==> src/rtl/bgcd_pkg.sv <==
// Shared constants and controller/datapath interface types for the binary GCD unit.
// No dependencies; imported by every module of the block.
package bgcd_pkg;

    localparam int OPERAND_WIDTH = 64;
    localparam int FIELD_W       = 64;
    localparam int CNT_W         = $clog2(OPERAND_WIDTH);

    typedef struct packed {
        logic load;
        logic shared_step;
        logic run_step;
        logic back_step;
        logic capture;
    } bgcd_cmd_t;

    typedef struct packed {
        logic zero_any;
        logic both_even;
        logic equal;
        logic k_zero;
    } bgcd_stat_t;

    typedef enum logic [4:0] {
        S_IDLE   = 5'b00001,
        S_SHARED = 5'b00010,
        S_RUN    = 5'b00100,
        S_BACK   = 5'b01000,
        S_DONE   = 5'b10000
    } bgcd_state_t;

endpackage

==> src/rtl/bgcd_dpath.sv <==
// Datapath of the binary GCD unit: operand registers, shared-power counter, result register.
// Depends on bgcd_pkg; driven by bgcd_ctrl through bgcd_cmd_t.
module bgcd_dpath
    import bgcd_pkg::*;
(
    input  logic                     clk,
    input  logic [FIELD_W-1:0]       op_a,
    input  logic [FIELD_W-1:0]       op_b,
    input  bgcd_cmd_t                cmd,
    output bgcd_stat_t               stat,
    output logic [FIELD_W-1:0]       gcd_value
);

    logic [OPERAND_WIDTH-1:0] x_reg, x_next;
    logic [OPERAND_WIDTH-1:0] y_reg, y_next;
    logic [CNT_W-1:0]         k_reg, k_next;
    logic [OPERAND_WIDTH-1:0] result_reg, result_next;
    logic                     x_gt_y;
    logic [OPERAND_WIDTH-1:0] big, little, diff;

    assign x_gt_y = x_reg > y_reg;
    assign big    = x_gt_y ? x_reg : y_reg;
    assign little = x_gt_y ? y_reg : x_reg;
    assign diff   = big - little;

    assign stat.zero_any  = (x_reg == '0) || (y_reg == '0);
    assign stat.both_even = !x_reg[0] && !y_reg[0];
    assign stat.equal     = x_reg == y_reg;
    assign stat.k_zero    = k_reg == '0;

    always_comb
    begin
        x_next      = x_reg;
        y_next      = y_reg;
        k_next      = k_reg;
        result_next = result_reg;
        if (cmd.load)
        begin
            x_next = op_a[OPERAND_WIDTH-1:0];
            y_next = op_b[OPERAND_WIDTH-1:0];
            k_next = '0;
        end
        else if (cmd.shared_step)
        begin
            if (stat.zero_any)
            begin
                // gcd with zero is the other operand
                x_next = x_reg | y_reg;
            end
            else if (stat.both_even)
            begin
                x_next = x_reg >> 1;
                y_next = y_reg >> 1;
                k_next = k_reg + CNT_W'(1);
            end
        end
        else if (cmd.run_step)
        begin
            if (!x_reg[0])
            begin
                x_next = x_reg >> 1;
            end
            else if (!y_reg[0])
            begin
                y_next = y_reg >> 1;
            end
            else if (x_gt_y)
            begin
                // both odd: difference is even, drop one zero at once
                x_next = diff >> 1;
            end
            else
            begin
                y_next = diff >> 1;
            end
        end
        else if (cmd.back_step)
        begin
            x_next = x_reg << 1;
            k_next = k_reg - CNT_W'(1);
        end
        if (cmd.capture)
        begin
            result_next = x_reg;
        end
    end

    always_ff @(posedge clk)
    begin
        x_reg      <= x_next;
        y_reg      <= y_next;
        k_reg      <= k_next;
        result_reg <= result_next;
    end

    assign gcd_value = FIELD_W'(result_reg);

endmodule

==> src/rtl/bgcd_ctrl.sv <==
// Controller of the binary GCD unit: sequencing state machine and output valid flag.
// Depends on bgcd_pkg; commands bgcd_dpath and reads its status.
module bgcd_ctrl
    import bgcd_pkg::*;
(
    input  logic       clk,
    input  logic       rst_n,
    input  logic       in_valid,
    output logic       in_ready,
    output logic       out_valid,
    input  logic       out_ready,
    input  bgcd_stat_t stat,
    output bgcd_cmd_t  cmd
);

    bgcd_state_t state_reg, state_next;
    logic        out_valid_reg, out_valid_next;
    logic        out_free;

    assign out_free = !out_valid_reg || out_ready;

    always_comb
    begin
        state_next     = state_reg;
        cmd            = '0;
        out_valid_next = out_valid_reg && !out_ready;
        unique case (state_reg)
            S_IDLE:
            begin
                if (in_valid)
                begin
                    cmd.load   = 1'b1;
                    state_next = S_SHARED;
                end
            end
            S_SHARED:
            begin
                cmd.shared_step = 1'b1;
                if (stat.zero_any)
                begin
                    state_next = S_BACK;
                end
                else if (!stat.both_even)
                begin
                    state_next = S_RUN;
                end
            end
            S_RUN:
            begin
                if (stat.equal)
                begin
                    state_next = S_BACK;
                end
                else
                begin
                    cmd.run_step = 1'b1;
                end
            end
            S_BACK:
            begin
                if (stat.k_zero)
                begin
                    state_next = S_DONE;
                end
                else
                begin
                    cmd.back_step = 1'b1;
                end
            end
            S_DONE:
            begin
                // hold until the output register is free
                if (out_free)
                begin
                    cmd.capture    = 1'b1;
                    out_valid_next = 1'b1;
                    state_next     = S_IDLE;
                end
            end
            default:
            begin
                state_next = S_IDLE;
            end
        endcase
    end

    always_ff @(posedge clk or negedge rst_n)
    begin
        if (!rst_n)
        begin
            state_reg     <= S_IDLE;
            out_valid_reg <= 1'b0;
        end
        else
        begin
            state_reg     <= state_next;
            out_valid_reg <= out_valid_next;
        end
    end

    assign in_ready  = state_reg == S_IDLE;
    assign out_valid = out_valid_reg;

endmodule

==> src/rtl/binary_gcd_unit.sv <==
// Binary GCD unit: one operand pair in, its greatest common divisor out.
// Depends on bgcd_pkg, bgcd_ctrl and bgcd_dpath.
//
// One pair is worked on at a time. After a beat is taken, a shift-and-subtract
// loop advancing one bit per cycle runs: the common power of two k is stripped,
// the odd parts are reduced (one trailing zero or one subtract-and-halve per
// cycle, then a check that sees them equal), the shared power is restored, and
// the result is captured into the output register once it is free. The input
// reopens together with the result. The result sits in an output register, so
// the next pair is accepted while the previous result still waits for
// out_ready; only a finished pair whose result cannot be captured yet holds the
// input closed.
// gcd(0,b)=b, gcd(a,0)=a and gcd(0,0)=0.
module binary_gcd_unit
    import bgcd_pkg::*;
(
    input  logic               clk,
    input  logic               rst_n,
    input  logic               in_valid,
    output logic               in_ready,
    input  logic [FIELD_W-1:0] op_a,
    input  logic [FIELD_W-1:0] op_b,
    output logic               out_valid,
    input  logic               out_ready,
    output logic [FIELD_W-1:0] gcd_value
);

    bgcd_cmd_t  cmd;
    bgcd_stat_t stat;

    bgcd_ctrl u_ctrl (
        .clk       (clk),
        .rst_n     (rst_n),
        .in_valid  (in_valid),
        .in_ready  (in_ready),
        .out_valid (out_valid),
        .out_ready (out_ready),
        .stat      (stat),
        .cmd       (cmd)
    );

    bgcd_dpath u_dpath (
        .clk       (clk),
        .op_a      (op_a),
        .op_b      (op_b),
        .cmd       (cmd),
        .stat      (stat),
        .gcd_value (gcd_value)
    );

endmodule

==> config.mk <==
export PLATFORM = sky130hd
export DESIGN_NAME = binary_gcd_unit
export DESIGN_NICKNAME = d
export VERILOG_FILES = /design/src/rtl/bgcd_pkg.sv /design/src/rtl/bgcd_dpath.sv /design/src/rtl/bgcd_ctrl.sv /design/src/rtl/binary_gcd_unit.sv
export SDC_FILE = /design/constraint.sdc
export NUM_CORES = 1
export LEC_CHECK = 0
export BUFFER_PORTS_ARGS = -buffer_cell sky130_fd_sc_hd__buf_2
export CAP_MARGIN = 10
export CELL_PAD_IN_SITES_DETAIL_PLACEMENT = 1
export CELL_PAD_IN_SITES_GLOBAL_PLACEMENT = 2
export CORE_MARGIN = 2
export CORE_UTILIZATION = 36
export DETAILED_ROUTE_END_ITERATION = 8
export GPL_TIMING_DRIVEN = 1
export HOLD_SLACK_MARGIN = 0.1
export PLACE_DENSITY = 0.88
export SYNTH_ARGS = -nofsm -noshare
export SYNTH_HDL_FRONTEND = slang
export SYNTH_HIERARCHICAL = 1
export SYNTH_SLANG_ARGS = --single-unit
==> constraint.sdc <==
create_clock -name clk -period 6.7 [get_ports clk]
set_input_delay 1.005 -clock clk [delete_from_list [all_inputs] [get_ports clk]]
set_output_delay 1.005 -clock clk [all_outputs]
set_load 0.02 [all_outputs]
==> out/results.tsv, run 1 <==
stage	metric	value	unit
clock_network	tritoncts	built	
yosys	synthesis.area	17500	um^2
global_routing	grt.total_usage	0.309	
timing	period_needed	6.50	ns
setup_path	critical_path.max_fanout	14	
yosys	synth.most_common_cell	nor2_1	
cells_and_area	area_of_all_placed_cells_without_fillers	20800	um^2
setup_path	critical_path.endpoint_type	flip-flop	
yosys	ys.warnings.count	6	
yosys	synth_largest_type_area_fraction	0.330	
setup_path	critPathMostFrequentCell	buf_4	
setup_path	cpPeakStageDelay	0.57	ns
timing	hold_viol	0	
route	routed_via_density	6.08	
setup_path	critical_path.top_delay_family	compound AO/OA/AOI/OAI gates	
timing	timing.final.ws_setup	0.204	ns
setup_path	crit_chain	inv_1 -> ha_1 -> or4_1 -> nor3_2 -> nand3_1 -> or3_4 -> o22ai_4 -> buf_4 -> mux2i_1 -> buf_4 -> a31oi_1 -> a211oi_1 -> o41ai_2 -> buf_4 -> a21oi_1 -> o211ai_1 -> a311o_1 -> xor2_1 -> o22ai_1 -> a221o_1	
cells_and_area	fillerInstances	5789	
yosys	ys.flop_type	edfxtp_1	
yosys	synth_top_family_by_area	compound AO/OA/AOI/OAI gates	
timing	timing.final.crit_share	0.970	
timing	clock-skew-final	0.0190	ns
placement	globalplace.congestion	0.981	
floorplan	placementRows	80	
yosys	synth_fa_ha_area_frac	0.0957	
yosys	synth.net_count	2381	
yosys	synth.area.mux_share	0.0352	
setup_path	cp.buffers_inverters	4	
setup_path	timing.critical_path.slowest_stage_cell	or4_1	
route	wl	79.0	mm
min_path	min-delay-path-class	in2async	
yosys	synthSimpleGateAreaFrac	0.182	
setup_path	cp_data_required_time	7.02	ns
global_routing	first_pass_grt_wire_length	119	mm
yosys	yosys.area_share.xor_xnor	0.0336	
timing	fin_worst_hold_slack	0.242	ns
run_status	outcome	finished clean	
yosys	synth.distinct_cells	87	
setup_path	worst-r2r-setup-slack	0.20	ns
floorplan	fp.dieH	224	um
floorplan	io-pin-count	198	
yosys	synth_edf_count	192	
yosys	synthDominantAreaCellType	edfxtp_1	
timing	clock.fmax	0.154	GHz
yosys	synthArstFlopShare	0.0294	
route	ant_nets	0	
global_routing	vias_in_the_first_global_route	19100	
cells_and_area	multi_input_gate_area	10400	um^2
floorplan	die_area	50300	um^2
timing	setup_tns	0	ns
setup_path	timing.rr.start	u_dpath/x_reg[47]	
setup_path	timing.critical_path.arrival	6.81	ns
placement	placement.cell_area	19900	um^2
route	drtIter0Drc	1574	
cells_and_area	final-seq-area	6040	um^2
cells_and_area	final_nets	2637	
cells_and_area	syn_to_final_growth	19.3	%
cells_and_area	share_of_cells_above_drive_strength_1	0.185	
placement	hpwlAfterDp	58.6	mm
setup_path	r2r-end	u_dpath/x_reg[36]	
floorplan	placeableCoreArea	47800	um^2
clock_network	cts_root_buffer	clkbuf_16	
route	drt-wirelength-per-cell	26.3	um
route	post-route-drc-count	0	
job	max-cap-violations	0	
yosys	compound_cell_area_share_of_the_yosys_netlist	0.244	
clock_network	h-tree-depth	1	
yosys	ys_seq_elements	204	
floorplan	floorplan.initialDensity	0.365	
global_routing	initial_antenna_violation_count	0	
placement	place_ws	0.152	ns
yosys	yosys-top-cells-area	edfxtp_1, ha_1, nor2_1	
global_routing	overflow	0	
cells_and_area	num_antenna_cells	0	
clock_network	clock_insertion_delay_worst_skew	0.58	ns
clock_network	cts_num_sinks	204	
placement	port_bufs	197	
setup_path	ff2ff_path_depth	20	
yosys	synth_seq_area_share	0.345	
route	detailroute.via_count	18300	
clock_network	cts_inserted_buffers	27	
setup_path	worstSetupStartpointType	flip-flop	
timing	setup_viol	0	
yosys	post_synth_inst_count	2116	
global_routing	grt_max_degree	79	
timing	worst-slew-pin-transition	1.15	ns
yosys	ys_top_cells_by_count	nor2_1, nand2_1, edfxtp_1, o21ai_0, inv_1	
timing	rsz0062_at_grt	true	
timing	relSlewSlack	0.230	
clock_network	clockBufferDepth	3	
floorplan	die_x_extent	224	um
route	dr.pass1.iters	5	
setup_path	critPathKind	reg2reg	
timing	report.final.slew_viol_count	0	
yosys	post_synth.cell_area_avg	8.26	um^2
clock_network	cts.clk_slew.worst_paths	0.06	ns
==> layout by cell type, fill, tap and decap left out, drive strengths merged, types with 35 or more instances in the layout <==
| cell type | instances |
|---|---|
| nor4 | 56 |
| o21ai | 207 |
| a221oi | 35 |
| nand2 | 210 |
| nor2 | 295 |
| inv | 163 |
| ha | 132 |
| xnor2 | 46 |
| a21oi | 142 |
| mux2i | 57 |
| edfxtp | 192 |
| buf | 349 |
| a22oi | 78 |
==> logic make-up (layout without fill, tap and decap cells) <==
family / after synthesis / in the layout
mux: 61 / 61
flops: 204 / 204
compound gates: 657 / 657
simple gates: 710 / 710
fa+ha+maj: 133 / 133
buf+inv: 284 / 557
xor+xnor: 67 / 67
==> worst register-to-register path: cells and delay by family, from the launching register on <==
family	cells	cell delay, ns
DFF	1	0.56
muxes	1	0.30
adders and majority gates	1	0.36
and+or+nand+nor	4	1.52
xor gates and xnor gates	1	0.34
AOI/OAI and AO/OA	9	2.32
buffers and inverters	4	0.83
==> layer usage <==
layer | GRT usage | up-vias | wire [um]
met5 | 0 | - | 0
met2 | 0.502 | 731 | 35900
met4 | 0.119 | 0 | 3320
met3 | 0.0410 | 155 | 5170
met1 | 0.420 | 9148 | 34700
li1 | - | 8233 | -
==> worst max-delay path by stage <==
stage,from,depth (start not counted),slack [ns],end
after floorplan,u_dpath/x_reg[48],14,0.75,u_dpath/y_reg[10]
after global placement,u_dpath/x_reg[47],19,0.26,u_dpath/x_reg[58]
after detailed placement,u_dpath/x_reg[47],20,0.15,u_dpath/x_reg[55]
after CTS,u_dpath/x_reg[47],20,0.13,u_dpath/x_reg[55]
after global routing,u_dpath/x_reg[47],20,-0.06,u_dpath/x_reg[36]
final,u_dpath/x_reg[47],20,0.20,u_dpath/x_reg[36]
==> cell type report <==
class | instances | share of cell area
Clock inverter | 13 | 0.00672
Sequential cell | 204 | 0.290
Timing Repair Buffer | 349 | 0.104
Multi-Input combinational cell | 1628 | 0.500
Tap cell | 615 | 0.0369
Clock buffer | 33 | 0.0335
Inverter | 162 | 0.0292
==> through the flow <==
stage               cells  utilization
finish               3004        0.436
global route         3004        0.436
global placement     2949        0.415
detailed placement   2949        0.415
CTS                  2995        0.433
floorplan            2116            -
==> repair_timing <==
action / in CTS / in global routing
gates resized for setup: 0 / 7
buffers inserted: 0 / 8
setup endpoints to repair: 0 / 44
hold endpoints to repair: 0 / 0
hold buffers: 0 / 0
Power of run 1 is left out: the tool's default activity adds up to more than one toggle a clock period on the data nets, which glitch-free logic cannot reach.
==> inputs of run 2 (changes only) <==
Settings changed: CELL_PAD_IN_SITES_DETAIL_PLACEMENT 1 to 0, CELL_PAD_IN_SITES_GLOBAL_PLACEMENT 2 to 1, CORE_UTILIZATION 36 to 45, RECOVER_POWER set to 100, REMOVE_ABC_BUFFERS set to 1.
==> run 2 against run 1 <==
Compared with the run above: the flow now finishes with violations (max-capacitance violations, max-slew violations); sequential share of layout area up 0.70 points; critical endpoint is now u_dpath/y_reg[51]; count of clock-buffer cells in the layout down 5; die area down 20%; final area down 2.4%; largest cell class unchanged; routed wire length down 9.1%; core utilization up 9.3 points; fmax up 0.17%.
==> out/results.tsv, run 2 (synthesis results as in run 1) <==
stage	metric	value	unit	change
job	max-cap-violations	5		+5
cells_and_area	syn_to_final_growth	16.4	%	
global_routing	initial_antenna_violation_count	1		+1
route	drtIter0Drc	2208		+40%
placement	place_ws	0.151	ns	-0.00153 ns
timing	timing.final.crit_share	0.968		-0.00168
global_routing	grt_max_degree	94		+19%
global_routing	global_route_track_usage_on_met2	0.516		+0.0148
global_routing	grtUsageMet1	0.508		+0.0886
global_routing	top_usage_layer	met2		
cells_and_area	fillerInstances	3831		-34%
clock_network	cts.clk_slew.worst_paths	0.07	ns	about the same
run_status	failed_checks	max-capacitance violations, max-slew violations		
route	detailroute.via_count	18000		-1.5%
setup_path	timing.critical_path.slowest_stage_cell	nand2_1		
cells_and_area	num_antenna_cells	0		unchanged
clock_network	tritoncts	built		
setup_path	r2r-end	u_dpath/y_reg[51]		
clock_network	cts_inserted_buffers	25		-7.4%
setup_path	worstSetupStartpointType	flip-flop		
timing	timing.final.ws_setup	0.215	ns	+0.0112 ns
timing	period_needed	6.49	ns	-0.0112 ns
global_routing	vias_in_the_first_global_route	17200		-10%
placement	placement.cell_area	19800	um^2	-0.48%
clock_network	clockBufferDepth	3		unchanged
floorplan	placeableCoreArea	38500	um^2	-20%
cells_and_area	final_core_utilization	0.529		+0.0934
run_status	outcome	finished, violations left		
min_path	min-delay-path-class	in2async		
timing	clock-skew-final	0.0278	ns	+0.00880 ns
clock_network	cts_root_buffer	clkbuf_16		
cells_and_area	final_nets	2629		-0.30%
setup_path	timing.rr.start	u_ctrl/state_reg[3]		
setup_path	critPathKind	reg2reg		
floorplan	floorplan.initialDensity	0.454		+0.0890
global_routing	grt.total_usage	0.342		+0.0330
setup_path	ff2ff_path_depth	8		-60%
setup_path	crit_chain	or3_1 -> or3b_1 -> inv_1 -> inv_1 -> nand2_1 -> clkbuf_2 -> a22oi_1 -> o21ai_0		
timing	rsz0062_at_grt	false		
timing	hold_viol	0		unchanged
placement	globalplace.congestion	0.969		-1.2%
timing	worst-slew-pin-transition	4.02	ns	+2.87 ns
cells_and_area	mostFrequentLayoutCell	nor2_1		
cells_and_area	area_of_all_placed_cells_without_fillers	20300	um^2	-2.4%
global_routing	overflow	0		unchanged
floorplan	die_x_extent	201	um	-10%
global_routing	first_pass_grt_wire_length	107	mm	-10%
timing	relSlewSlack	-1.68		-1.91
global_routing	met3_demand_to_capacity_share_in_global_routing	0.0430		+0.00200
route	routed_via_density	6.21		+2.1%
route	wl	71.8	mm	-9.1%
setup_path	critical_path.top_delay_family	buffers and inverters		
clock_network	h-tree-depth	1		unchanged
route	drt-wirelength-per-cell	24.8	um	-5.9%
setup_path	critical_path.max_fanout	38		+24
timing	setup_viol	0		unchanged
setup_path	timing.critical_path.arrival	6.86	ns	+0.05 ns
placement	port_bufs	197		unchanged
route	dr.pass1.iters	5		unchanged
setup_path	worst-r2r-setup-slack	0.21	ns	about the same
floorplan	placementRows	72		-10%
clock_network	cts_num_sinks	204		unchanged
setup_path	cpPeakStageDelay	1.35	ns	+0.78 ns
setup_path	cp_data_required_time	7.08	ns	+0.06 ns
timing	report.final.slew_viol_count	268		+268
setup_path	critPathMostFrequentCell	inv_1		
clock_network	clock_insertion_delay_worst_skew	0.57	ns	about the same
floorplan	fp.dieH	201	um	-10%
route	ant_nets	0		unchanged
placement	hpwlAfterDp	51.6	mm	-12%
cells_and_area	most-common-layout-cells	nor2_1, nand2_1, edfxtp_1		
floorplan	io-pin-count	198		unchanged
setup_path	critical_path.endpoint_type	flip-flop		
timing	clock.fmax	0.154	GHz	+0.17%
cells_and_area	share_of_cells_above_drive_strength_1	0.130		-0.0548
setup_path	cp.buffers_inverters	3		-1
route	post-route-drc-count	0		unchanged
timing	fin_worst_hold_slack	0.314	ns	+0.0724 ns
floorplan	die_area	40400	um^2	-20%
run 2: final cells by class:
class                   instances  area [um^2]  share of cell area
multi-input cells            1629        10400               0.513
flip-flops and latches        204         6040               0.297
repair buffers                342         1830              0.0898
well taps                     518          648              0.0319
clock buffers                  28          637              0.0313
inverters                     162          609              0.0299
clock inverters                16          155             0.00762
run 2: how the worst max path moves through the flow:
stage	start	endpoint	slack (ns)	cells past startpoint
2_1_floorplan	in_valid	u_dpath/y_reg[10]	-2.64	4
3_3_place_gp	u_dpath/y_reg[12]	u_dpath/x_reg[44]	0.14	20
3_5_place_dp	u_dpath/x_reg[53]	u_dpath/x_reg[44]	0.15	19
4_1_cts	u_dpath/x_reg[53]	u_dpath/x_reg[44]	0.15	19
5_1_grt	u_dpath/x_reg[38]	u_dpath/y_reg[60]	0.003	21
6_report	u_ctrl/state_reg[3]	u_dpath/y_reg[51]	0.21	8
run 2: worst register-to-register path, delay by kind of cell, from the launching register on:
| kind | cells | cell delay [ns] |
|---|---|---|
| simple gates | 3 | 2.23 |
| flops | 1 | 0.46 |
| buf+inv | 3 | 3.12 |
| compound gates | 2 | 0.50 |
run 2: what timing repair did:
action	in CTS	in global routing
resized for setup	0	12
endpoints found under the setup margin	0	41
buffers inserted	0	3
hold buffers	0	0
endpoints found under the hold margin	0	0
run 2: per-layer routing:
metal / up-vias / share of wire
met1: 8633 / 0.45
met2: 994 / 0.43
met4: 2 / 0.031
met3: 126 / 0.093
li1: 8237 / -
met5: - / 0.00013
run 2: stage by stage:
stage,setup TNS [ns],cells
2_1_floorplan,-408.18,1994
3_3_place_gp,0,2851
3_5_place_dp,0,2851
4_1_cts,0,2895
5_1_grt,0,2899
6_report,0,2899
Power of run 2 is left out for the same reason.
